**config.mk**
```make
export PLATFORM = sky130hd
export DESIGN_NAME = timed_text_line_parser
export DESIGN_NICKNAME = d
export VERILOG_FILES = /design/src/rtl/ttlp_pkg.sv /design/src/rtl/ttlp_alu.sv /design/src/rtl/ttlp_scan.sv /design/src/rtl/ttlp_seq.sv /design/src/rtl/timed_text_line_parser.sv
export SDC_FILE = /design/constraint.sdc
export NUM_CORES = 2
export LEC_CHECK = 0
export BUFFER_PORTS_ARGS = -buffer_cell sky130_fd_sc_hd__buf_2
export CELL_PAD_IN_SITES_DETAIL_PLACEMENT = 1
export CELL_PAD_IN_SITES_GLOBAL_PLACEMENT = 2
export CORE_MARGIN = 5
export CORE_UTILIZATION = 43
export CTS_CLUSTER_DIAMETER = 100
export CTS_CLUSTER_SIZE = 25
export DETAILED_ROUTE_END_ITERATION = 6
export GPL_ROUTABILITY_DRIVEN = 0
export HOLD_SLACK_MARGIN = 0.15
export PLACE_DENSITY_LB_ADDON = 0.12
export SYNTH_ARGS = -nofsm -noshare
export SYNTH_HDL_FRONTEND = slang
export SYNTH_SLANG_ARGS = --single-unit
export TNS_END_PERCENT = 20
```
**constraint.sdc**
```tcl
create_clock -name clk -period 24.3 [get_ports clk]
set_clock_uncertainty 0.1 [all_clocks]
set_input_delay 7.29 -clock clk [delete_from_list [all_inputs] [get_ports clk]]
set_output_delay 7.29 -clock clk [all_outputs]
set_load 0.02 [all_outputs]
```
**src/rtl/ttlp_pkg.sv**
```systemverilog
`timescale 1ns / 1ps
// ----------------------------------------------------------------------------
// ttlp_pkg: shared types and constants
// Character codes, arithmetic constants, result beat layout and state
// encodings used by the timed-text line parser.
// ----------------------------------------------------------------------------
package ttlp_pkg;

  // Character codes
  localparam logic [7:0] CH_NUL    = 8'h00;
  localparam logic [7:0] CH_TAB    = 8'h09;
  localparam logic [7:0] CH_NL     = 8'h0A;
  localparam logic [7:0] CH_CR     = 8'h0D;
  localparam logic [7:0] CH_SPACE  = 8'h20;
  localparam logic [7:0] CH_PLUS   = 8'h2B;
  localparam logic [7:0] CH_MINUS  = 8'h2D;
  localparam logic [7:0] CH_DOT    = 8'h2E;
  localparam logic [7:0] CH_ZERO   = 8'h30;
  localparam logic [7:0] CH_NINE   = 8'h39;
  localparam logic [7:0] CH_COLON  = 8'h3A;
  localparam logic [7:0] CH_LBRACK = 8'h5B;
  localparam logic [7:0] CH_LBRACE = 8'h7B;
  localparam logic [7:0] CH_RBRACE = 8'h7D;

  // Constant multipliers and their top set bit
  localparam logic [31:0] K_NS_SEC  = 32'd1000000000;
  localparam logic [31:0] K_MIN     = 32'd60;
  localparam logic [5:0]  K_NS_TOP  = 6'd29;
  localparam logic [5:0]  K_MIN_TOP = 6'd5;
  localparam logic [5:0]  DIV_TOP   = 6'd63;

  // Register reset values
  localparam logic [30:0] TIMESCALE_RST = 31'd1000;

  // Result queue depth
  localparam int FIFO_DEPTH = 4;
  localparam int FIFO_AW    = $clog2(FIFO_DEPTH);

  // Configuration register index
  typedef enum logic {
    REG_TIMESCALE = 1'b0,
    REG_ABS_MODE  = 1'b1
  } reg_idx_t;

  // Line scan mode
  typedef enum logic [2:0] {
    SM_START,
    SM_TAG,
    SM_TEXT,
    SM_STAMP,
    SM_IGNORE
  } scan_mode_t;

  // Timestamp number phase
  typedef enum logic [1:0] {
    PH_BRACKET,
    PH_BLANKS,
    PH_SIGNED,
    PH_DIGITS
  } phase_t;

  // Timestamp sequencer state
  typedef enum logic [2:0] {
    SQ_IDLE,
    SQ_FMUL,
    SQ_DIV,
    SQ_HMUL,
    SQ_HADD,
    SQ_DUR,
    SQ_CTX
  } seq_state_t;

  // One result beat
  typedef struct packed {
    logic        kind;
    logic [7:0]  text_byte;
    logic [63:0] cue_start;
    logic [63:0] cue_duration;
    logic        last;
  } res_t;

  // Finished timestamp handed from the scanner to the sequencer
  typedef struct packed {
    logic [3:0][31:0] fields;
    logic [2:0]       count;
    logic             pend;
  } stamp_t;

  // Sign-extend a 32-bit number to 64 bits
  function automatic logic [63:0] sext32(input logic [31:0] v);
    return {{32{v[31]}}, v};
  endfunction

endpackage

```
**src/rtl/ttlp_alu.sv**
```systemverilog
`timescale 1ns / 1ps
// ----------------------------------------------------------------------------
// ttlp_alu: shared 64-bit adder
// Add or subtract; reused by the sequencer for shift-add multiply,
// restoring divide, accumulation and cue timing.
// ----------------------------------------------------------------------------
module ttlp_alu (
  input  logic [63:0] a,
  input  logic [63:0] b,
  input  logic        sub,
  output logic [63:0] sum
);

  // Two's complement subtract via inverted operand and carry in
  assign sum = a + (sub ? ~b : b) + {63'd0, sub};

endmodule

```
**src/rtl/ttlp_scan.sv**
```systemverilog
`timescale 1ns / 1ps
// ----------------------------------------------------------------------------
// ttlp_scan: per-byte line scanner
// Tracks line mode, tag skipping, text output and timestamp number matching.
// Hands the matched timestamp to the sequencer at end of line.
// ----------------------------------------------------------------------------
module ttlp_scan (
  input  logic             clk,
  input  logic             rst,
  input  logic             go,
  input  logic [7:0]       byte_value,
  input  logic             end_of_line,
  output logic [1:0]       push_n,
  output ttlp_pkg::res_t   res0,
  output ttlp_pkg::res_t   res1,
  output logic             start,
  output ttlp_pkg::stamp_t stamp
);
  import ttlp_pkg::*;

  scan_mode_t       scan_mode, scan_mode_next;
  phase_t           number_phase, number_phase_next;
  logic             text_pending, text_pending_next;
  logic [3:0][31:0] time_fields, time_fields_next;
  logic [2:0]       fields_done, fields_done_next;
  logic             field_negative, field_negative_next;
  logic             match_stopped, match_stopped_next;

  logic [3:0][31:0] fin_fields;
  logic [2:0]       fin_count;
  logic [1:0]       k;
  logic             is_digit;
  logic             is_space;
  logic [31:0]      digit;
  logic [31:0]      cur_field;
  logic [7:0]       sep;

  assign k         = fields_done[1:0];
  assign cur_field = time_fields[k];
  assign is_digit  = (byte_value >= CH_ZERO) && (byte_value <= CH_NINE);
  assign is_space  = (byte_value == CH_SPACE) || ((byte_value >= CH_TAB) && (byte_value <= CH_CR));
  assign digit     = {28'd0, byte_value[3:0]};

  // Separator expected after the number that fin_count closes
  assign sep = (fin_count == 3'd3) ? CH_DOT : CH_COLON;

  // Current number closed out (sign applied, count bumped)
  always_comb begin
    fin_fields = time_fields;
    fin_count  = fields_done;
    if (!match_stopped && number_phase == PH_DIGITS) begin
      if (field_negative) begin
        fin_fields[k] = 32'd0 - cur_field;
      end
      if (fields_done < 3'd4) begin
        fin_count = fields_done + 3'd1;
      end
    end
  end

  assign stamp.fields = fin_fields;
  assign stamp.count  = fin_count;
  assign stamp.pend   = text_pending;

  // Next state and text beats
  always_comb begin
    scan_mode_next      = scan_mode;
    number_phase_next   = number_phase;
    text_pending_next   = text_pending;
    time_fields_next    = time_fields;
    fields_done_next    = fields_done;
    field_negative_next = field_negative;
    match_stopped_next  = match_stopped;
    push_n              = 2'd0;
    start               = 1'b0;
    res0                = '0;
    res1                = '0;
    res0.text_byte      = byte_value;
    res1.text_byte      = byte_value;
    res0.last           = 1'b1;
    res1.last           = 1'b1;

    if (go) begin
      if (end_of_line) begin
        if (scan_mode == SM_STAMP) begin
          start             = 1'b1;
          text_pending_next = 1'b0;
        end
        scan_mode_next      = SM_START;
        number_phase_next   = PH_BRACKET;
        time_fields_next    = '0;
        fields_done_next    = 3'd0;
        field_negative_next = 1'b0;
        match_stopped_next  = 1'b0;
      end else begin
        case (scan_mode)
          SM_START: begin
            if (byte_value == CH_NUL) begin
              scan_mode_next = SM_IGNORE;
            end else if (byte_value == CH_LBRACE) begin
              scan_mode_next = SM_TAG;
            end else if (byte_value == CH_LBRACK) begin
              scan_mode_next    = SM_STAMP;
              number_phase_next = PH_BLANKS;
            end else if (byte_value == CH_SPACE || byte_value == CH_TAB) begin
              scan_mode_next = SM_START;
            end else begin
              // newline goes first when text is already pending
              if (text_pending) begin
                res0.text_byte = CH_NL;
                res0.last      = 1'b0;
                push_n         = 2'd2;
              end else begin
                push_n = 2'd1;
              end
              text_pending_next = 1'b1;
              scan_mode_next    = SM_TEXT;
            end
          end
          SM_TAG: begin
            if (byte_value == CH_NUL) begin
              scan_mode_next = SM_IGNORE;
            end else if (byte_value == CH_RBRACE) begin
              scan_mode_next = SM_START;
            end
          end
          SM_TEXT: begin
            if (byte_value == CH_NUL) begin
              scan_mode_next = SM_IGNORE;
            end else begin
              push_n = 2'd1;
            end
          end
          SM_STAMP: begin
            if (match_stopped || fields_done >= 3'd4) begin
              match_stopped_next = 1'b1;
            end else if (byte_value == CH_NUL) begin
              if (number_phase == PH_DIGITS) begin
                time_fields_next    = fin_fields;
                fields_done_next    = fin_count;
                field_negative_next = 1'b0;
              end
              match_stopped_next = 1'b1;
            end else begin
              case (number_phase)
                PH_BLANKS: begin
                  if (is_space) begin
                    number_phase_next = PH_BLANKS;
                  end else if (byte_value == CH_PLUS || byte_value == CH_MINUS) begin
                    field_negative_next = (byte_value == CH_MINUS);
                    number_phase_next   = PH_SIGNED;
                  end else if (is_digit) begin
                    time_fields_next[k] = digit;
                    number_phase_next   = PH_DIGITS;
                  end else begin
                    match_stopped_next = 1'b1;
                  end
                end
                PH_SIGNED: begin
                  if (is_digit) begin
                    time_fields_next[k] = digit;
                    number_phase_next   = PH_DIGITS;
                  end else begin
                    match_stopped_next = 1'b1;
                  end
                end
                PH_DIGITS: begin
                  if (is_digit) begin
                    // times ten as two shifts, wraps at 32 bits
                    time_fields_next[k] = {cur_field[28:0], 3'd0}
                                        + {cur_field[30:0], 1'b0} + digit;
                  end else begin
                    time_fields_next    = fin_fields;
                    fields_done_next    = fin_count;
                    field_negative_next = 1'b0;
                    if (fin_count < 3'd4 && byte_value == sep) begin
                      number_phase_next = PH_BLANKS;
                    end else begin
                      match_stopped_next = 1'b1;
                    end
                  end
                end
                default: begin
                  match_stopped_next = 1'b1;
                end
              endcase
            end
          end
          default: begin
            scan_mode_next = scan_mode;
          end
        endcase
      end
    end
  end

  // State registers
  always_ff @(posedge clk) begin
    if (rst) begin
      scan_mode      <= SM_START;
      number_phase   <= PH_BRACKET;
      text_pending   <= 1'b0;
      time_fields    <= '0;
      fields_done    <= 3'd0;
      field_negative <= 1'b0;
      match_stopped  <= 1'b0;
    end else begin
      scan_mode      <= scan_mode_next;
      number_phase   <= number_phase_next;
      text_pending   <= text_pending_next;
      time_fields    <= time_fields_next;
      fields_done    <= fields_done_next;
      field_negative <= field_negative_next;
      match_stopped  <= match_stopped_next;
    end
  end

endmodule

```
**src/rtl/ttlp_seq.sv**
```systemverilog
`timescale 1ns / 1ps
// ----------------------------------------------------------------------------
// ttlp_seq: timestamp sequencer
// Turns h:m:s[.frac] into nanoseconds on one shared adder (shift-add
// multiply, restoring divide), then emits the cue and updates the start.
// ----------------------------------------------------------------------------
module ttlp_seq (
  input  logic             clk,
  input  logic             rst,
  input  logic             start,
  input  ttlp_pkg::stamp_t stamp,
  input  logic [30:0]      timescale,
  input  logic             absolute_mode,
  output logic             busy,
  output logic             push,
  output ttlp_pkg::res_t   res
);
  import ttlp_pkg::*;

  seq_state_t       state, state_next;
  logic [5:0]       cnt, cnt_next;
  logic [1:0]       hidx, hidx_next;
  logic [63:0]      acc, acc_next;
  logic [63:0]      x, x_next;
  logic [30:0]      rem, rem_next;
  logic [31:0]      dec, dec_next;
  logic [3:0][31:0] f, f_next;
  logic             pend, pend_next;
  logic [63:0]      ctx, ctx_next;

  logic [63:0] alu_a, alu_b, alu_sum;
  logic        alu_sub;
  logic [31:0] mul_k;
  logic        mbit;
  logic [31:0] shift_in;
  logic [30:0] divisor;
  logic        div_ok;
  logic [63:0] addend;

  ttlp_alu u_alu (
    .a   (alu_a),
    .b   (alu_b),
    .sub (alu_sub),
    .sum (alu_sum)
  );

  assign busy     = (state != SQ_IDLE);
  assign divisor  = (timescale == 31'd0) ? 31'd1 : timescale;
  assign shift_in = {rem, acc[63]};
  assign div_ok   = ~alu_sum[63];
  assign mul_k    = (state == SQ_FMUL || hidx == 2'd2) ? K_NS_SEC : K_MIN;
  assign mbit     = mul_k[cnt[4:0]];

  // Horner addend per pass
  always_comb begin
    case (hidx)
      2'd0:    addend = sext32(f[1]);
      2'd1:    addend = sext32(f[2]);
      default: addend = sext32(dec);
    endcase
  end

  // Shared adder operand select
  always_comb begin
    alu_a   = '0;
    alu_b   = '0;
    alu_sub = 1'b0;
    case (state)
      SQ_FMUL, SQ_HMUL: begin
        alu_a = {acc[62:0], 1'b0};
        alu_b = mbit ? x : 64'd0;
      end
      SQ_DIV: begin
        alu_a   = {32'd0, shift_in};
        alu_b   = {33'd0, divisor};
        alu_sub = 1'b1;
      end
      SQ_HADD: begin
        alu_a = acc;
        alu_b = addend;
      end
      SQ_DUR: begin
        alu_a   = acc;
        alu_b   = absolute_mode ? ctx : 64'd0;
        alu_sub = absolute_mode;
      end
      SQ_CTX: begin
        alu_a = ctx;
        alu_b = acc;
      end
      default: begin
        alu_a = '0;
      end
    endcase
  end

  // Next state and outputs
  always_comb begin
    state_next = state;
    cnt_next   = cnt;
    hidx_next  = hidx;
    acc_next   = acc;
    x_next     = x;
    rem_next   = rem;
    dec_next   = dec;
    f_next     = f;
    pend_next  = pend;
    ctx_next   = ctx;
    push       = 1'b0;
    res              = '0;
    res.kind         = 1'b1;
    res.cue_start    = ctx;
    res.cue_duration = alu_sum;
    res.last         = 1'b1;

    case (state)
      SQ_IDLE: begin
        if (start) begin
          f_next    = stamp.fields;
          pend_next = stamp.pend;
          acc_next  = '0;
          if (stamp.count < 3'd3) begin
            state_next = SQ_DUR;
          end else if (stamp.count == 3'd4) begin
            x_next     = sext32(stamp.fields[3]);
            cnt_next   = K_NS_TOP;
            state_next = SQ_FMUL;
          end else begin
            dec_next   = '0;
            x_next     = sext32(stamp.fields[0]);
            hidx_next  = 2'd0;
            cnt_next   = K_MIN_TOP;
            state_next = SQ_HMUL;
          end
        end
      end
      // fraction times 1e9, one multiplier bit a cycle
      SQ_FMUL: begin
        acc_next = alu_sum;
        if (cnt == 6'd0) begin
          cnt_next   = DIV_TOP;
          rem_next   = '0;
          state_next = SQ_DIV;
        end else begin
          cnt_next = cnt - 6'd1;
        end
      end
      // restoring divide by timescale, one quotient bit a cycle
      SQ_DIV: begin
        rem_next = div_ok ? alu_sum[30:0] : shift_in[30:0];
        acc_next = {acc[62:0], div_ok};
        if (cnt == 6'd0) begin
          dec_next   = {acc[30:0], div_ok};
          x_next     = sext32(f[0]);
          acc_next   = '0;
          hidx_next  = 2'd0;
          cnt_next   = K_MIN_TOP;
          state_next = SQ_HMUL;
        end else begin
          cnt_next = cnt - 6'd1;
        end
      end
      // running value times 60 or 1e9
      SQ_HMUL: begin
        acc_next = alu_sum;
        if (cnt == 6'd0) begin
          state_next = SQ_HADD;
        end else begin
          cnt_next = cnt - 6'd1;
        end
      end
      SQ_HADD: begin
        if (hidx == 2'd2) begin
          acc_next   = alu_sum;
          state_next = SQ_DUR;
        end else begin
          x_next     = alu_sum;
          acc_next   = '0;
          cnt_next   = (hidx == 2'd0) ? K_MIN_TOP : K_NS_TOP;
          hidx_next  = hidx + 2'd1;
          state_next = SQ_HMUL;
        end
      end
      // cue beat when text is pending
      SQ_DUR: begin
        push       = pend;
        state_next = SQ_CTX;
      end
      SQ_CTX: begin
        if (acc != 64'd0) begin
          ctx_next = absolute_mode ? acc : alu_sum;
        end
        state_next = SQ_IDLE;
      end
      default: begin
        state_next = SQ_IDLE;
      end
    endcase
  end

  // Control registers
  always_ff @(posedge clk) begin
    if (rst) begin
      state <= SQ_IDLE;
      ctx   <= '0;
    end else begin
      state <= state_next;
      ctx   <= ctx_next;
    end
  end

  // Datapath registers
  always_ff @(posedge clk) begin
    cnt  <= cnt_next;
    hidx <= hidx_next;
    acc  <= acc_next;
    x    <= x_next;
    rem  <= rem_next;
    dec  <= dec_next;
    f    <= f_next;
    pend <= pend_next;
  end

endmodule

```
**src/rtl/timed_text_line_parser.sv**
```systemverilog
`timescale 1ns / 1ps
// A text beat is visible the cycle after its input beat is taken; a cue beat follows its
// end of line once the sequencer has finished with the time stamp.
// Text and tag bytes are taken one per cycle while the sequencer is idle and the 4-entry
// result queue has room; a timestamp end of line holds input until the sequencer is done
// (bit-serial multiplies with three numbers, plus a 64-step divide with a fraction, all on one 64-bit adder).
// Reset (rst, synchronous) restores timescale 1000, absolute mode, start 0, empty queue.
// ----------------------------------------------------------------------------
// timed_text_line_parser: subtitle line parser top level
// Configuration port, result queue, byte scanner and timestamp sequencer.
// ----------------------------------------------------------------------------
module timed_text_line_parser (
  input  logic        clk,
  input  logic        rst,
  // configuration
  input  logic        psel,
  input  logic        penable,
  input  logic        pwrite,
  input  logic [2:0]  paddr,
  input  logic [31:0] pwdata,
  output logic [31:0] prdata,
  output logic        pready,
  // input channel
  input  logic        in_valid,
  output logic        in_stall,
  input  logic [7:0]  byte_value,
  input  logic        end_of_line,
  // output channel
  output logic        out_valid,
  input  logic        out_stall,
  output logic        kind,
  output logic [7:0]  text_byte,
  output logic [63:0] cue_start,
  output logic [63:0] cue_duration,
  output logic        last
);
  import ttlp_pkg::*;

  logic [30:0] timescale;
  logic        absolute_mode;
  reg_idx_t    reg_idx;
  logic        wr_en;

  logic        go;
  logic [1:0]  scan_push_n;
  res_t        scan_res0, scan_res1;
  logic        seq_start;
  stamp_t      stamp;
  logic        seq_busy;
  logic        seq_push;
  res_t        seq_res;

  res_t                fifo_mem [FIFO_DEPTH];
  logic [FIFO_AW-1:0]  wr_ptr, rd_ptr;
  logic [FIFO_AW:0]    count;
  logic [1:0]          push_n;
  res_t                wr_res0;
  logic                pop;
  res_t                head;

  // Configuration registers
  assign pready  = 1'b1;
  assign reg_idx = reg_idx_t'(paddr[2]);
  assign wr_en   = psel && penable && pwrite;

  always_ff @(posedge clk) begin
    if (rst) begin
      timescale     <= TIMESCALE_RST;
      absolute_mode <= 1'b1;
    end else if (wr_en) begin
      case (reg_idx)
        REG_TIMESCALE: timescale     <= pwdata[30:0];
        REG_ABS_MODE:  absolute_mode <= pwdata[0];
        default:       timescale     <= timescale;
      endcase
    end
  end

  always_comb begin
    case (reg_idx)
      REG_TIMESCALE: prdata = {1'b0, timescale};
      REG_ABS_MODE:  prdata = {31'd0, absolute_mode};
      default:       prdata = '0;
    endcase
  end

  // Input handshake: hold off while the sequencer runs or the queue is low on room
  assign in_stall = seq_busy || (count > (FIFO_AW + 1)'(FIFO_DEPTH - 2));
  assign go       = in_valid && !in_stall;

  ttlp_scan u_scan (
    .clk         (clk),
    .rst         (rst),
    .go          (go),
    .byte_value  (byte_value),
    .end_of_line (end_of_line),
    .push_n      (scan_push_n),
    .res0        (scan_res0),
    .res1        (scan_res1),
    .start       (seq_start),
    .stamp       (stamp)
  );

  ttlp_seq u_seq (
    .clk           (clk),
    .rst           (rst),
    .start         (seq_start),
    .stamp         (stamp),
    .timescale     (timescale),
    .absolute_mode (absolute_mode),
    .busy          (seq_busy),
    .push          (seq_push),
    .res           (seq_res)
  );

  // Result queue; scanner and sequencer never push in the same cycle
  assign push_n  = seq_push ? 2'd1 : scan_push_n;
  assign wr_res0 = seq_push ? seq_res : scan_res0;
  assign pop     = out_valid && !out_stall;

  always_ff @(posedge clk) begin
    if (push_n != 2'd0) begin
      fifo_mem[wr_ptr] <= wr_res0;
    end
    if (push_n == 2'd2) begin
      fifo_mem[wr_ptr + FIFO_AW'(1)] <= scan_res1;
    end
  end

  always_ff @(posedge clk) begin
    if (rst) begin
      wr_ptr <= '0;
      rd_ptr <= '0;
      count  <= '0;
    end else begin
      wr_ptr <= wr_ptr + FIFO_AW'(push_n);
      if (pop) begin
        rd_ptr <= rd_ptr + FIFO_AW'(1);
      end
      count <= count + (FIFO_AW + 1)'(push_n) - (FIFO_AW + 1)'(pop);
    end
  end

  // Output beat from queue head
  assign head         = fifo_mem[rd_ptr];
  assign out_valid    = (count != '0);
  assign kind         = head.kind;
  assign text_byte    = head.text_byte;
  assign cue_start    = head.cue_start;
  assign cue_duration = head.cue_duration;
  assign last         = head.last;

endmodule

```
# Yosys cells after proc, flatten, opt, wreduce, memory -nomap -nowiden
# Memory sizes are Yosys's and may differ from the RTL's. A register that Yosys moved wholly into a read port is not among the register bits.
# Cells that the tools add are included.
[op_classes]
n_addsub = 13
magnitude_cmp = 12
n_eq_ne = 59
mux = 168
n_bitwise = 3
reduce_logical = 60
[op_table]
columns = ["cell", "count"]
rows = [
  ["128-bit 2-to-1 mux", 11],
  ["64-bit 2-to-1 mux", 12],
  ["64-bit case mux with 4 select lines", 2],
  ["128-bit bitwise mux", 3],
  ["128-bit case mux with 3 select lines", 1],
  ["64-bit case mux with 5 select lines", 1],
  ["32-bit 2-to-1 mux", 6],
  ["64-bit case mux with 3 select lines", 1],
  ["138-bit 2-to-1 mux", 1],
  ["32-bit case mux with 2 select lines", 2],
  ["64-bit case mux with 2 select lines", 1],
  ["31-bit 2-to-1 mux", 3],
  ["3-bit 2-to-1 mux", 22],
  ["64-bit by 1-bit adder with 64-bit output", 1],
  ["64-bit adder", 1],
  ["32-bit binary-select mux with 2-bit select", 1],
  ["32-bit demux with 2-bit select", 1],
  ["8-bit 2-to-1 mux", 8],
  ["64-bit inverter", 1],
  ["64-bit nonzero test", 1],
  ["31-bit case mux with 2 select lines", 1],
  ["2-bit 2-to-1 mux", 28],
  ["1-bit 2-to-1 mux", 42],
  ["6-bit 2-to-1 mux", 6],
  ["70 further kinds", 158],
]
[totals]
regBits = 541
ram_bits = 552
in_bits = 51
out_inout_bits = 173
word_cells = 343
mem_count = 1
[mem_list]
columns = ["memory", "depth", "width", "rd", "rd_clocked_by_memory_dff", "write_ports", "line", "rtl"]
rows = [
  ["fifo_mem", 4, 138, 1, 1, 2, "timed_text_line_parser.sv:53", "res_t fifo_mem [FIFO_DEPTH];"],
]

# Longest topological paths before layout
[depth]
ltp_word = 14
depth_mapped = 25
ltp_nobuf = 21

# Hierarchy
# A second synthesis with hierarchy kept.
[hier_totals]
hier_cells = 5889
area_unflattened_um2 = 67781.3
[modules_own_cells]
columns = ["module", "n_inst", "cells_per_inst", "area_each_um2", "seq_area_each_um2"]
rows = [
  ["timed_text_line_parser", 1, 1728, 30162.7, 17396.7],
  ["ttlp_seq", 1, 1612, 18939.4, 10229.8],
  ["ttlp_scan", 1, 1902, 14117.3, 2782.7],
  ["ttlp_alu", 1, 647, 4561.9, 0.0],
]

# Worst setup path after synthesis
# No wires, ideal clock.
[synth_path]
path_type = "input-to-reg"
startpoint = "in in_valid"
endpoint = "reg u_seq.hidx[0] (enable)"
setup_time_ns = 0.331
arrival_time_ns = 15.237
path_slack_ns = 8.632
stages = 8
cell_sequence = "and3_1 > buf_2 > nand2_1 > or2_2 > inv_1 > a21boi_0 > nor3_1 > a21boi_0"
[synth_between]
elab_chain_len = 4
[synth_rtl]
columns = ["item", "line", "rtl"]
rows = [
  ["start: declaration", "timed_text_line_parser.sv:24", "input logic in_valid,"],
  ["1-bit logical AND", "timed_text_line_parser.sv:89", "assign go = in_valid && !in_stall;"],
  ["1-bit 2-to-1 mux", "ttlp_scan.sv:83", "if (go) begin"],
  ["2-bit inequality test (no source line)", "--", ""],
  ["6-bit AND reduction (no source line)", "--", ""],
  ["end signal: assignment", "ttlp_seq.sv:215", "hidx <= hidx_next;"],
  ["end: declaration", "ttlp_seq.sv:22", "logic [1:0] hidx, hidx_next;"],
]
# No other way between the ends.
# A chain may end at the register's enable or synchronous reset.

# Final worst setup path
[layout_path]
startpoint = "in paddr[2]"
endpoint = "out prdata[0]"
[layout_between]
elab_chain_len = 2
[layout_rtl]
columns = ["item", "line", "rtl"]
rows = [
  ["start: declaration", "timed_text_line_parser.sv:19", "input logic [2:0] paddr,"],
  ["1-bit inverter (no source line)", "--", ""],
  ["32-bit case mux with 2 select lines *", "timed_text_line_parser.sv:80", "case (reg_idx)"],
  ["end: declaration", "timed_text_line_parser.sv:21", "output logic [31:0] prdata,"],
]
# Every way passes the cells marked *; elsewhere a longest branch is shown, timed or not. The select of a mux whose other input is x is not followed.

==> metrics.md <==
| Metric | Value |
|---|---|
| Status | `complete, no violations` |
| Vias in the first global route | `49620` |
| Hold Path Origin | `fifo_mem[3][137]$_SDFFE_PP0P_` |
| Worst reg-to-reg setup slack | `16.16 ns` |
| Final count of hold timing violations | `0` |
| Post-CTS Resized | `0` |
| Async set-or-reset flop fraction in the synthesized netlist | `0%` |
| Crit path top cell by count | `buf_2` |
| Mapped Cells | `6039` |
| DRT antenna net count | `0` |
| Worst setup EP type | `output pin` |
| Combinational share of power | `12.8%` |
| Hold path cells | `2` |
| IO Pins | `224` |
| CP cell instances | `buf_2 > mux2_2 > buf_2` |
| Post-synth EDFFs | `328` |
| Reg2reg path depth | `19` |
| CP Class | `in -> out` |
| Period minus WS final | `15.80 ns` |
| Cell area after synthesis | `56790 um^2` |
| Top cells by area, synth | `dfxtp_1, edfxtp_1, mux4_2` |
| Clock Sinks | `1095` |
| Worst-skew pair later-pin latency | `0.73 ns` |
| Min-Delay Path Class | `reg -> reg` |
| Post-synth cell types | `95` |
| Synth area leader | `dfxtp_1` |
| Clock network fraction of total power | `32.0%` |
| Via count | `50200` |
| M2 GR Usage | `51.98%` |
| Most common cell after layout, fill and taps aside | `dfxtp_1` |
| Final WS setup | `8.501 ns` |
| # hold bufs at CTS | `0` |
| Worst endpoint required time | `16.91 ns` |
| Drt pass-1 iters | `6` |
| Fmax achieved | `63.29 MHz` |
| Worst slew pin tran | `1.268 ns` |
| Crit path launch type | `primary input` |
| CTS Buf Count | `55` |
| Congestion Overflow GR | `0` |
| Initial Utilization | `43.25%` |
| CTS Root Cell | `clkbuf_16` |
| Top FF cell, synth | `dfxtp_1` |
| Grt peak-use layer | `met2` |
| First-pass GRT wire length | `342.0 mm` |
| Share of post-route cells with drive strength above 1 | `11.20%` |
| Worst slack at placement | `8.495 ns` |
| Met1 usage | `43.60%` |
| Residual DRC count | `0` |
| Routed WL | `232.5 mm` |
| CTS tree | `done` |
| Yosys reg bits | `1095` |
| Mapped Avg Cell Area | `9.404 um^2` |
| Slew Limit Fails | `0` |
| Hold path endpoint | `fifo_mem[3][137]$_SDFFE_PP0P_` |
| PD cells | `57.87 nW/um^2` |
| Number of antenna violations at the first check in global routing | `4` |
| Largest net degree at the start of global routing | `118` |
| RR Startpoint | `u_seq.state[1]$_SDFFE_PP0P_` |
| WP data arrival | `8.41 ns` |
| GRT Util Overall | `31.95%` |
| Htree depth | `2` |
| Die span in y | `373.4 um` |
| # Max-Cap Violations | `0` |
| Worst Path Max Fanout | `33` |
| Overall die width | `373.4 um` |
| Floorplan Core Area | `131300 um^2` |
| GR Util met3 | `3.657%` |
| Register share of total power | `55.3%` |
| Crit path launch | `paddr[2]` |
| Setup Fix Bufs, Post-CTS | `0` |
| Initial drt markers | `4581` |
| Switching power total | `1.012 mW` |
| RSZ-0062 raised after global routing | `false` |
| Max incr delay on CP | `0.53 ns` |
| Fin Setup TNS | `0 ns` |
| Switch share | `28.66%` |
| Internal power | `2.519 mW` |
| CTS max path bufs | `3` |
| RR Endpoint | `u_seq.acc[62]$_SDFFCE_PN0P_` |
| Worst VDD drop | `0.05824 mV` |
| CP max stage cell | `buf_2` |
| Clk slew on worst S/H paths | `0.10 ns` |
| Fin util | `46.47%` |
| Cell family with most CP delay | `buffers and inverters` |
| Final setup fails | `0` |
| Buf/Inv on CP | `2` |
| DIE AREA | `139400 um^2` |
| Most frequent cells in the layout | `dfxtp_1, nand2_1, o21ai_0` |
| WL per Instance | `30.19 um` |
| Top-area cell type share of the netlist area | `27.04%` |
| Seq/Total Area, Yosys | `44.38%` |
| Net count after synthesis | `6232` |
| Final nets | `6099` |
| Routed vias/inst | `6.518` |
| Post-DP HPWL | `156.1 mm` |
| Synthesis-to-layout area growth | `7.436%` |
| Port bufs | `218` |
| YS warnings | `0` |
| Leak | `22.35 nW` |
| Placement row count | `133` |
| Fin crit share | `65.02%` |
| Slew margin rel. | `14.84%` |
==> registers in the layout, indices dropped and copies added (netlist names), 3 cells and up, named ones only <==
signal and flops:
u_seq.f 96, fifo_mem 552, u_scan.time_fields 128, u_seq.rem 31
u_seq.ctx 64, u_scan.scan_mode 3, u_seq.dec 32, timescale 31
u_seq.acc 64, count 3, u_scan.fields_done 3, u_seq.x 64
u_seq.cnt 6, u_seq.state 3
==> area by class of cell <==
cell class	count	area [um^2]
tap	1755	2196
sequential	1095	25230
clock inverter	18	239.0
fill	14790	70290
antenna	2	5.005
inverter	87	330.3
multi-input combinational	4333	29540
clock buffer	78	1484
timing repair buffer	334	1996
==> power groups by stage <==
stage | sequential [mW] | combinational [mW] | clock, mW
after CTS | 1.95 | 0.453 | 1.15
after global routing | 1.96 | 0.487 | 1.21
after detailed placement | 1.99 | 0.452 | 0
after global placement | 1.99 | 0.447 | 0
final | 1.95 | 0.451 | 1.13
after floorplan | 1.96 | 0.338 | 0
==> layer usage <==
metal,vias to the layer above,wire length [um]
met4,4,11380
met5,-,31
met1,25730,99740
met2,1853,106500
li1,22240,-
met3,373,14840
==> stage by stage <==
step                hold slack [ns]  power (mW)  std cells  cell area [um^2]
global route                 0.3787       3.656       7700             61010
CTS                          0.3616       3.553       7700             61010
global placement             0.3295       2.438       7604             59280
finish                       0.3602       3.531       7702             61010
detailed placement           0.3419       2.444       7604             59280
floorplan                    0.3187       2.300       6039             56790
==> logic make-up after synthesis <==
kind of cell               count (synthesis)  synth area share [%]
xor gates and xnor gates                 163                 2.527
other                                      2               0.01322
and+or+nand+nor                         1851                 14.79
muxes                                    211                 7.612
DFF                                     1095                 44.38
adders and majority gates                142                 3.182
buffers and inverters                    611                 4.250
AOI/OAI and AO/OA                       1964                 23.24
==> how the worst max path moves through the flow <==
stage	depth (start not counted)	endpoint
global route	3	prdata[0]
floorplan	8	u_seq.hidx[0]$_SDFFCE_PN0P_
finish	3	prdata[0]
CTS	3	prdata[0]
global placement	3	prdata[0]
detailed placement	3	prdata[0]
==> synth_stat cells (all sizes together), types with 21 or more instances <==
library cell	number
a211oi	82
a21o	101
a21oi	292
a221oi	118
a22o	348
a22oi	112
a311oi	28
a31oi	21
and2	53
buf	94
clkbuf	430
dfxtp	767
edfxtp	328
ha	138
inv	87
mux2i	35
mux4	170
nand2	696
nand2b	25
nand3	298
nand4	32
nor2	444
nor2b	47
nor3	118
nor4	41
o2111ai	30
o21ai	653
o21bai	32
xnor2	87
xor2	76
==> worst min-delay path: cells and delay by family, from the launching register on <==
family	cells	cell delay, ns
simple gates	2	0.10
flops	1	0.33
(Power assumes the default switching activity.)
